===== config.mk =====
export PLATFORM = sky130hd
export DESIGN_NAME = dgsp_ctrl
export DESIGN_NICKNAME = d
export VERILOG_FILES = /design/src/design/dgsp_pkg.sv /design/src/design/dgsp_ctrl.sv
export SDC_FILE = /design/constraint.sdc
export NUM_CORES = 1
export LEC_CHECK = 0
export BUFFER_PORTS_ARGS = -buffer_cell sky130_fd_sc_hd__buf_2
export CAP_MARGIN = 20
export CORE_MARGIN = 4
export CORE_UTILIZATION = 55
export CTS_CLUSTER_SIZE = 20
export DETAILED_ROUTE_END_ITERATION = 10
export PLACE_DENSITY = 0.81
export SLEW_MARGIN = 40
export SYNTH_ARGS = -nofsm -noshare
export SYNTH_HDL_FRONTEND = slang
export SYNTH_SLANG_ARGS = --single-unit
export TNS_END_PERCENT = 5

===== constraint.sdc =====
create_clock -name clock -period 2.9 [get_ports clock]
set_clock_uncertainty 0.1 [all_clocks]
set_input_delay 0.58 -clock clock [delete_from_list [all_inputs] [get_ports clock]]
set_output_delay 0.58 -clock clock [all_outputs]
set_load 0.02 [all_outputs]

===== src/design/dgsp_pkg.sv =====
package dgsp_pkg;
   localparam int MaxVertices = 32;
   localparam int VtxWidth = $clog2(MaxVertices);
   localparam int AddrWidth = 2 * VtxWidth;
   localparam int WeightWidth = 15;
   localparam int DistWidth = 20;
   localparam int CountWidth = 6;
   localparam logic [DistWidth-1:0] Unreachable = 20'd999999;
   localparam logic [WeightWidth-1:0] WeightLimit = 15'd30000;

   localparam logic [1:0] ModeClear = 2'd0;
   localparam logic [1:0] ModeEdge = 2'd1;
   localparam logic [1:0] ModeQuery = 2'd2;

   localparam logic [1:0] RegVertexCount = 2'd0;

   typedef enum logic [3:0] {
      ST_IDLE, ST_CLEAR, ST_EDGE2, ST_INIT, ST_SCAN, ST_SCAN_END,
      ST_RELAX_RD, ST_RELAX, ST_RESULT
   } state_type;

   typedef struct packed {
      logic clear;     // matrix write stores zero
      logic init;      // reset dist/mark entry at idx
      logic scan;      // compare entry idx against best
      logic scan_start;
      logic settle;    // mark pick, latch its distance
      logic relax;     // relax entry idx using matrix word read
      logic rd_row;    // issue matrix read pick,idx
      logic [VtxWidth-1:0] idx;
   } dp_cmd_type;

   typedef struct packed {
      logic found;
      logic [DistWidth-1:0] target_dist;
   } dp_stat_type;
endpackage


===== src/design/dgsp_ctrl.sv =====
module dgsp_ctrl
   import dgsp_pkg::*;
(
   input  logic clock,
   input  logic reset,
   input  logic start,
   input  logic [1:0] mode,
   input  logic [CountWidth-1:0] vertex_a,
   input  logic [CountWidth-1:0] vertex_b,
   input  logic [CountWidth-1:0] vcount,
   input  dp_stat_type stat,
   output logic busy,
   output dp_cmd_type cmd,
   output logic mem_we,
   output logic [AddrWidth-1:0] mem_addr,
   output logic done
);
   state_type state_ff, state_in;
   logic [VtxWidth-1:0] idx_ff, idx_in, last_ff, last_in;
   logic [VtxWidth-1:0] a_ff, a_in, b_ff, b_in;
   logic [CountWidth-1:0] round_ff, round_in;
   logic bad_ff, bad_in;
   logic [CountWidth-1:0] n_eff;
   logic a_ok, b_ok;

   assign n_eff = (vcount == '0) ? CountWidth'(1) :
                  (vcount > CountWidth'(MaxVertices)) ? CountWidth'(MaxVertices) : vcount;
   assign a_ok = vertex_a != '0 && vertex_a <= CountWidth'(MaxVertices);
   assign b_ok = vertex_b != '0 && vertex_b <= CountWidth'(MaxVertices);

   always_ff @(posedge clock) begin
      if (reset) begin
         state_ff <= ST_CLEAR;
         idx_ff <= '0;
         a_ff <= '0;
      end else begin
         state_ff <= state_in;
         idx_ff <= idx_in;
         a_ff <= a_in;
      end
      last_ff <= last_in;
      b_ff <= b_in;
      round_ff <= round_in;
      bad_ff <= bad_in;
   end

   always_comb begin
      state_in = state_ff;
      idx_in = idx_ff;
      last_in = last_ff;
      a_in = a_ff;
      b_in = b_ff;
      round_in = round_ff;
      bad_in = bad_ff;
      cmd = '0;
      cmd.idx = idx_ff;
      mem_we = 1'b0;
      mem_addr = {a_ff, b_ff};
      done = 1'b0;
      busy = state_ff != ST_IDLE;
      unique case (state_ff)
         ST_IDLE: begin
            a_in = VtxWidth'(vertex_a - 1'b1);
            b_in = VtxWidth'(vertex_b - 1'b1);
            idx_in = '0;
            last_in = VtxWidth'(n_eff - 1'b1);
            round_in = CountWidth'(1);
            bad_in = vertex_a == '0 || vertex_a > n_eff || vertex_b == '0 || vertex_b > n_eff;
            if (start) begin
               unique case (mode)
                  ModeClear: begin
                     a_in = '0;
                     state_in = ST_CLEAR;
                  end
                  ModeEdge: if (a_ok && b_ok) state_in = ST_EDGE2;
                  ModeQuery: state_in = ST_INIT;
                  default: state_in = ST_IDLE;
               endcase
            end
         end
         ST_CLEAR: begin
            cmd.clear = 1'b1;
            mem_we = 1'b1;
            mem_addr = {a_ff, idx_ff};
            {a_in, idx_in} = {a_ff, idx_ff} + 1'b1;
            if (&{a_ff, idx_ff}) state_in = ST_IDLE;
         end
         ST_EDGE2: begin
            mem_we = 1'b1;
            mem_addr = {a_ff, b_ff};
            a_in = b_ff;
            b_in = a_ff;
            if (idx_ff[0] || a_ff == b_ff) begin
               state_in = ST_IDLE;
               idx_in = '0;
            end else idx_in = VtxWidth'(1);
         end
         ST_INIT: begin
            cmd.init = 1'b1;
            idx_in = idx_ff + 1'b1;
            if (idx_ff == last_ff) begin
               idx_in = '0;
               state_in = (bad_ff || round_ff >= n_eff) ? ST_RESULT : ST_SCAN;
            end
         end
         ST_SCAN: begin
            cmd.scan = 1'b1;
            cmd.scan_start = idx_ff == '0;
            idx_in = idx_ff + 1'b1;
            if (idx_ff == last_ff) begin
               idx_in = '0;
               state_in = ST_SCAN_END;
            end
         end
         ST_SCAN_END: begin
            if (stat.found) begin
               cmd.settle = 1'b1;
               state_in = ST_RELAX_RD;
            end else begin
               round_in = round_ff + 1'b1;
               state_in = (round_ff + 1'b1 >= n_eff) ? ST_RESULT : ST_SCAN;
            end
         end
         ST_RELAX_RD: begin
            cmd.rd_row = 1'b1;
            idx_in = idx_ff + 1'b1;
            state_in = ST_RELAX;
         end
         ST_RELAX: begin
            cmd.relax = 1'b1;
            cmd.rd_row = 1'b1;
            cmd.idx = VtxWidth'(idx_ff - 1'b1);
            idx_in = idx_ff + 1'b1;
            if (VtxWidth'(idx_ff - 1'b1) == last_ff) begin
               idx_in = '0;
               round_in = round_ff + 1'b1;
               state_in = (round_ff + 1'b1 >= n_eff) ? ST_RESULT : ST_SCAN;
            end
         end
         ST_RESULT: begin
            done = 1'b1;
            state_in = ST_IDLE;
         end
         default: state_in = ST_IDLE;
      endcase
      if (state_ff == ST_RELAX_RD || state_ff == ST_RELAX) mem_addr = '0;
   end
endmodule


# --- Word-level counts from Yosys, hierarchy flattened ---
# Index checks and enable logic that the tools add are counted.
totals:
  ff_bits: 31
  input_bits: 44
  out_inout_bits: 25
  wordCells: 107
classes:
  add_sub_neg: 7
  magnitude_cmp: 7
  eq_ne: 21
  muxes: 37
  reduce_logical: 28
op_table:
  columns: ["op", "count"]
  rows:
  - ["$mux 4", 10]
  - ["$pmux 4 s8", 1]
  - ["$mux 5", 6]
  - ["$pmux 5 s6", 1]
  - ["$mux 6", 4]
  - ["$sub 5x1->5 const B", 4]
  - ["$logic_not 6->1", 3]
  - ["$pmux 6 s3", 1]
  - ["$reduce_bool 6->1", 3]
  - ["$eq 4x3->1 const B", 4]
  - ["$eq 5x5->1", 3]
  - ["$pmux 5 s3", 1]
  - ["$ne 2x2->1 const B", 7]
  - ["$ge 6x6->1", 2]
  - ["$gt 6x6->1", 2]
  - ["$le 6x6->1 const B", 2]
  - ["$pmux 4 s3", 1]
  - ["$add 10x1->10 const B", 1]
  - ["$mux 10", 1]
  - ["$pmux 5 s2", 1]
  - ["$reduce_and 10->1", 1]
  - ["$mux 1", 9]
  - ["$eq 4x2->1 const B", 2]
  - ["$reduce_and 7->1", 1]
  - ["other kinds (19)", 29]

# --- Logic depth before layout (Yosys ltp) ---
# Gate-level depths: netlist of run 1.
logic_depth:
  depth_word: 8
  depth_mapped: 10
  mapped_depth_nobuf: 10

# --- Worst setup path before layout of run 1 ---
# Ideal clock, no wire load.
synth_path:
  path_type: "input -> register"
  start: "in vcount[1]"
  end: "reg bad_ff (data pin)"
  setup_time_ns: 0.272
  arrival_time_ns: 2.364
  slack_ns: 0.164
  path_stages: 10
  cell_sequence: "nor4_1 -> nor2_1 -> nor2_1 -> ha_1 -> nor2b_1 -> o21a_1 -> o21a_1 -> o21ai_0 -> a21oi_1 -> or4_1"
synth_via:
  elab_chain_cells: 7
  elab_cells_between_ends: 9
  cone_classes: "order compare (3); mux (2); reduce/logical (4)"
synth_rtl:
  columns: ["element", "line_no", "rtl"]
  rows:
  - ["from (decl)", "dgsp_ctrl.sv:10", "input logic [CountWidth-1:0] vcount,"]
  - ["$gt 6x6->1", "dgsp_ctrl.sv:27", "(vcount > CountWidth'(MaxVertices)) ? CountWidth'(MaxVertices) : vcount;"]
  - ["$mux 6", "dgsp_ctrl.sv:27", null]
  - ["$mux 6 *", "dgsp_ctrl.sv:26", "assign n_eff = (vcount == '0) ? CountWidth'(1) :"]
  - ["$gt 6x6->1", "dgsp_ctrl.sv:68", "bad_in = vertex_a == '0 || vertex_a > n_eff || vertex_b == '0 || vertex_b > n_eff;"]
  - ["$logic_or 1x1->1 (2 in series)", "dgsp_ctrl.sv:68", null]
  - ["$logic_or 1x1->1 *", "dgsp_ctrl.sv:68", null]
  - ["to (signal assigned)", "dgsp_ctrl.sv:44", "bad_ff <= bad_in;"]
  - ["to (decl)", "dgsp_ctrl.sv:22", "logic bad_ff, bad_in;"]
# Every way passes the cells marked *; elsewhere a longest branch is shown, timed or not.
# A chain may end at the register's enable or synchronous reset.

==> results of run 1 <==
layout by cell type (no fill, tap or decap), types with 2 or more instances in the layout:
| master | n |
|---|---|
| or3_1 | 2 |
| clkbuf_8 | 6 |
| nand2b_1 | 5 |
| a21o_1 | 2 |
| mux2i_1 | 4 |
| a221oi_1 | 3 |
| nor2b_1 | 13 |
| a211oi_1 | 7 |
| inv_1 | 20 |
| buf_4 | 13 |
| nor2_1 | 37 |
| o22a_1 | 2 |
| o21a_1 | 5 |
| ha_1 | 36 |
| xnor2_1 | 22 |
| nor3_1 | 15 |
| a22o_1 | 4 |
| o22ai_1 | 3 |
| and3_1 | 10 |
| buf_2 | 48 |
| mux2_2 | 3 |
| a21oi_1 | 23 |
| xor2_1 | 10 |
| o21ai_0 | 10 |
| nand2_1 | 28 |
| o21ai_1 | 2 |
| and4bb_2 | 2 |
| nand4_1 | 2 |
| dfxtp_1 | 14 |
| nand3_1 | 17 |
| edfxtp_1 | 17 |
| nor4b_1 | 2 |
| o31ai_1 | 4 |
per-layer routing:
metal | GRT usage [%] | share of wire (%) | vias up
met5 | 0 | 0 | -
met4 | 7.68 | 1.8 | 0
met3 | 4.45 | 5.3 | 18
met2 | 42.4 | 48 | 93
met1 | 31.3 | 45 | 1312
li1 | - | - | 1405
cell type report:
cell class | instances | area [µm²]
multi-input cells | 296 | 2100
fillers | 456 | 1760
flip-flops and latches | 31 | 791
repair buffers | 61 | 338
well taps | 70 | 87.6
clock buffers | 6 | 82.6
inverters | 20 | 75.1
clock inverters | 2 | 35.0
flip-flops by register name (all words and copies together), names as in the netlist:
name	cells
round_ff	6
a_ff	5
b_ff	5
idx_ff	5
last_ff	5
state_ff	4
bad_ff	1
synthesized netlist by cell type, types with 2 or more instances:
| cell type | count | area (µm²) |
|---|---|---|
| nor4b_1 | 2 | 17.5 |
| inv_1 | 20 | 75.1 |
| mux2i_1 | 4 | 40.0 |
| or3_1 | 2 | 12.5 |
| nand2_1 | 28 | 105 |
| clkbuf_1 | 11 | 41.3 |
| nor2_1 | 37 | 139 |
| o22a_1 | 2 | 17.5 |
| nor3_1 | 15 | 75.1 |
| a22o_1 | 4 | 35.0 |
| o31ai_1 | 4 | 30.0 |
| o21a_1 | 5 | 37.5 |
| o21ai_0 | 10 | 50.1 |
| o22ai_1 | 3 | 18.8 |
| xnor2_1 | 22 | 193 |
| buf_2 | 2 | 10.0 |
| nand4_1 | 2 | 12.5 |
| dfxtp_1 | 14 | 280 |
| nor2b_1 | 13 | 81.3 |
| edfxtp_1 | 17 | 510 |
| and4bb_2 | 2 | 25.0 |
| and3_1 | 10 | 62.6 |
| mux2_2 | 3 | 33.8 |
| xor2_1 | 10 | 87.6 |
| nand3_1 | 17 | 85.1 |
| a221oi_1 | 3 | 26.3 |
| a21o_1 | 2 | 15.0 |
| clkbuf_8 | 3 | 41.3 |
| o21ai_1 | 2 | 10.0 |
| a21oi_1 | 23 | 115 |
| ha_1 | 36 | 450 |
| nand2b_1 | 5 | 31.3 |
| a211oi_1 | 7 | 52.6 |
cells by family (layout without fill, tap and decap cells):
logic type	count (synthesis)	after routing	share of synthesized area (%)
compound gates	75	75	16.4
flops	31	31	25.7
mux	7	7	2.40
fa+ha+maj	36	36	14.7
simple gates	144	144	24.3
buf+inv	38	89	5.94
xor+xnor	34	34	10.5
power by group through the flow:
stage	Combinational [mW]	Sequential, mW	Clock, mW
after floorplan	0.603	0.600	0
after global placement	0.779	0.633	0
after detailed placement	0.805	0.636	0
after CTS	0.814	0.626	0.453
after global routing	0.906	0.638	0.474
final	0.816	0.629	0.449
worst max-delay path, stage by stage (launching register included):
cell     delay [ps]
dfxtp_1         710
nand2_1         140
nor2_1          410
nand3_1         170
xnor2_1         150
buf_2           180
metrics by stage:
stage	setup WS (ps)	cell area (µm²)	util (%)	std cells
6_report	178	3510	66.6	486
3_5_place_dp	14.0	3390	64.3	478
5_1_grt	0.143	3510	66.6	486
3_3_place_gp	28.6	3390	64.3	478
4_1_cts	210	3510	66.6	486
2_1_floorplan	164	3070	-	365
worst max-delay path by stage:
stage / cells after the start / to / startpoint
floorplan: 10 / bad_ff / vcount[1]
global placement: 12 / state_ff[2] / vcount[1]
detailed placement: 12 / bad_ff / vcount[1]
CTS: 5 / cmd[4] / state_ff[1]
global route: 5 / cmd[4] / state_ff[1]
finish: 5 / cmd[4] / state_ff[1]
==> results.toml, run 1 <==
[worst_setup_path]
required_ps = 2220
start_kind = "flip-flop"
worstReg2RegEnd = "idx_ff[0]"
reg2reg_from = "idx_ff[0]"
cp.arrival_ps = 2040
crit_path_end_kind = "output pin"
cp_max_fo = 17
worstRegToRegCells = 8
worst-r2r-setup-slack_ps = 360
criticalPathCategory = "flip-flop to output pin"

[sta]
drv_slew = 0
min_period_over_period_pct = 93.9
finalHoldViolCount = 0
tns_ps = 0
setup-violations-final = 0
worst_slew_pin_slew_ps = 707
max_freq_mhz = 367
holdWs_ps = 448
period_needed_ps = 2720
rsz0062_at_grt = "no"
maxSlewHeadroom_pct = 52.6

[cts]
clkTransAtPathRegs_ps = 70
cts_max_level = 2
cts_made_buffers = 5
cts_sinks = 31
clockBufferDepth = 2
root_buffer = "clkbuf_8"
worstSkewPairLatency_ps = 290
post_cts_buffers = 0
postCtsHoldBufs = 0
cts_tree = "yes"
cts_resized = 0

[power]
finalPower_mw = 1.89
power_leakage_nw = 1.60
combPwrFrac_pct = 43.1
power.share.switching_pct = 38.8
p_seq_share_pct = 33.2
p_clk_share_pct = 23.7
internal_power_mw = 1.16
p_switching_mw = 0.735
power_density_nw_per_um2 = 540
vdd_drop_max_mv = 0.371

[drt]
wl_per_cell_um = 16.0
vias = 2828
dr.pass1.iters = 4
drtIter0Drc = 207
vias_per_cell = 5.82
routed_wl_mm = 7.79
drcViolationCount = 0
ant_nets = 0

[synth]
ys_types = 58
netlist_instances = 365
synth_area_um2 = 3070
synth_ff_type = "edfxtp_1"
synth-seq-cells = 31
syn_nets = 445
yosys_warnings = 0
seq_area_frac_synth_pct = 25.7
syn_avg_cell_area_um2 = 8.42
synth_enable_flop_cells = 17
ys_async_sr_fraction_pct = 0

[die]
die_y_um = 82.7
io_pins = 69
die_w_um = 82.7
core_area_um2 = 5270
die_area_um2 = 6850
start_util_pct = 58.3
row_count = 26

[placement]
io_buffers = 48
dpl.hpwl_mm = 6.07
gp_congestion = 0.897

[outcome]
outcome = "finished clean"

[job]
maxCapViolCount = 0

[grt]
grt-ovfl-total = 0
grt_usage_pct = 24.7
grt_pass1_vias = 2759
grt_pass1_wl_mm = 13.0
grt_max_degree = 18
antenna_found_initial = 0

[final_layout]
nNetsFinal = 495
drive_gt1_share_pct = 19.7
antenna_cells = 0
syn_to_final_growth_pct = 14.2

[worst_hold_path]
hold_depth = 2
hold_path_end = "idx_ff[0]"
hp-class = "flip-flop to flip-flop"
min-delay-start = "idx_ff[0]"
Power figures use the tool's default switching activity.
==> run 2: changes to the inputs <==
--- a/config.mk
+++ b/config.mk
@@ -12,6 +12,7 @@
 export CTS_CLUSTER_SIZE = 20
 export DETAILED_ROUTE_END_ITERATION = 10
 export PLACE_DENSITY = 0.81
+export RECOVER_POWER = 25
 export SLEW_MARGIN = 40
 export SYNTH_ARGS = -nofsm -noshare
 export SYNTH_HDL_FRONTEND = slang
==> results.toml, run 2 (synthesized netlist as in run 1, its figures left out) <==
[cts]
cts_max_level = 2
root_buffer = "clkbuf_8"
cts_made_buffers = 5
post_cts_buffers = 0
cts_resized = 0
clkTransAtPathRegs_ps = 70
cts_tree = "yes"
cts_sinks = 31
clockBufferDepth = 2
postCtsHoldBufs = 0
worstSkewPairLatency_ps = 290

[die]
die_w_um = 82.7
row_count = 26
core_area_um2 = 5270
io_pins = 69
die_y_um = 82.7
die_area_um2 = 6850
start_util_pct = 58.3

[worst_setup_path]
criticalPathCategory = "flip-flop to output pin"
start_kind = "flip-flop"
crit_start = "state_ff[1]"
crit_path_end_kind = "output pin"
required_ps = 2220
cp_max_fo = 17
worstRegToRegCells = 8
reg2reg_from = "idx_ff[0]"
cp.arrival_ps = 2040

[sta]
finalHoldViolCount = 0
maxSlewHeadroom_pct = 52.6
max_freq_mhz = 367
worst_slew_pin_slew_ps = 707
holdWs_ps = 448
drv_slew = 0
period_needed_ps = 2720
tns_ps = 0
setup-violations-final = 0
min_period_over_period_pct = 93.9
rsz0062_at_grt = "no"

[worst_hold_path]
hold_depth = 2
hp-class = "flip-flop to flip-flop"
min-delay-start = "idx_ff[0]"

[final_layout]
drive_gt1_share_pct = 19.5
nNetsFinal = 495
syn_to_final_growth_pct = 14.0
largest_reg_flops = 6
antenna_cells = 0
layout_common_cells = "buf_2, nor2_1, ha_1, nand2_1, a21oi_1"
top_register = "round_ff"
utilization_pct = 66.5
final_common_cell = "buf_2"
fin_cells = 486

[placement]
dpl.hpwl_mm = 6.07
place_inst = 478
io_buffers = 48
gp_congestion = 0.897

[drt]
routed_wl_mm = 7.79
dr.pass1.iters = 4
wl_per_cell_um = 16.0
vias = 2832
vias_per_cell = 5.83
drcViolationCount = 0
drtIter0Drc = 217
ant_nets = 0

[power]
power_leakage_nw = 1.59
vdd_drop_max_mv = 0.371
power_density_nw_per_um2 = 541

[grt]
grt_usage_pct = 24.7
antenna_found_initial = 0
grt-ovfl-total = 0
grt_pass1_vias = 2759
grt_max_degree = 18
grt_pass1_wl_mm = 13.0

[job]
maxCapViolCount = 0

[outcome]
outcome = "finished clean"
-- run 2: cell type report --
| type | count | area, µm² |
|---|---|---|
| multi-input combinational | 296 | 2100 |
| fill | 456 | 1770 |
| sequential | 31 | 791 |
| timing repair buffer | 61 | 334 |
| tap | 70 | 87.6 |
| clock buffer | 6 | 82.6 |
| inverter | 20 | 75.1 |
| clock inverter | 2 | 35.0 |
-- run 2: path summary, 6_finish.rpt --
check | endpoint | slack [ps]
worst min register to register | idx_ff[0] | 450
worst max-delay path | cmd[4] | 180
worst max register to register | idx_ff[0] | 370
worst min-delay path | idx_ff[0] | 450
-- run 2: per-stage QoR --
step	worst slack, ps	total power [mW]	area (µm²)
final	176	1.90	3500
after global routing	0.143	2.02	3500
after CTS	210	1.89	3510
after detailed placement	14.0	1.44	3390
after global placement	28.6	1.41	3390
after floorplan	164	1.20	3070
-- run 2: routing by layer --
| metal | vias to the layer above | share of wire [%] | track usage [%] |
|---|---|---|---|
| met5 | - | 0 | 0 |
| met2 | 90 | 48 | 42.4 |
| met1 | 1319 | 45 | 31.3 |
| li1 | 1405 | - | - |
| met4 | 0 | 1.9 | 7.68 |
| met3 | 18 | 5.5 | 4.45 |
-- run 2: worst max-delay path, stage by stage (launching register included) --
cell,delay (ps)
dfxtp_1,710
nand2_1,140
nor2_1,410
nand3_1,170
xnor2_1,150
buf_2,180
-- run 2: power by group --
part           switching (mW)  internal, mW  leakage, nW
registers              0.0872         0.542        0.268
clock network           0.171         0.278       0.0612
logic                   0.478         0.339         1.27
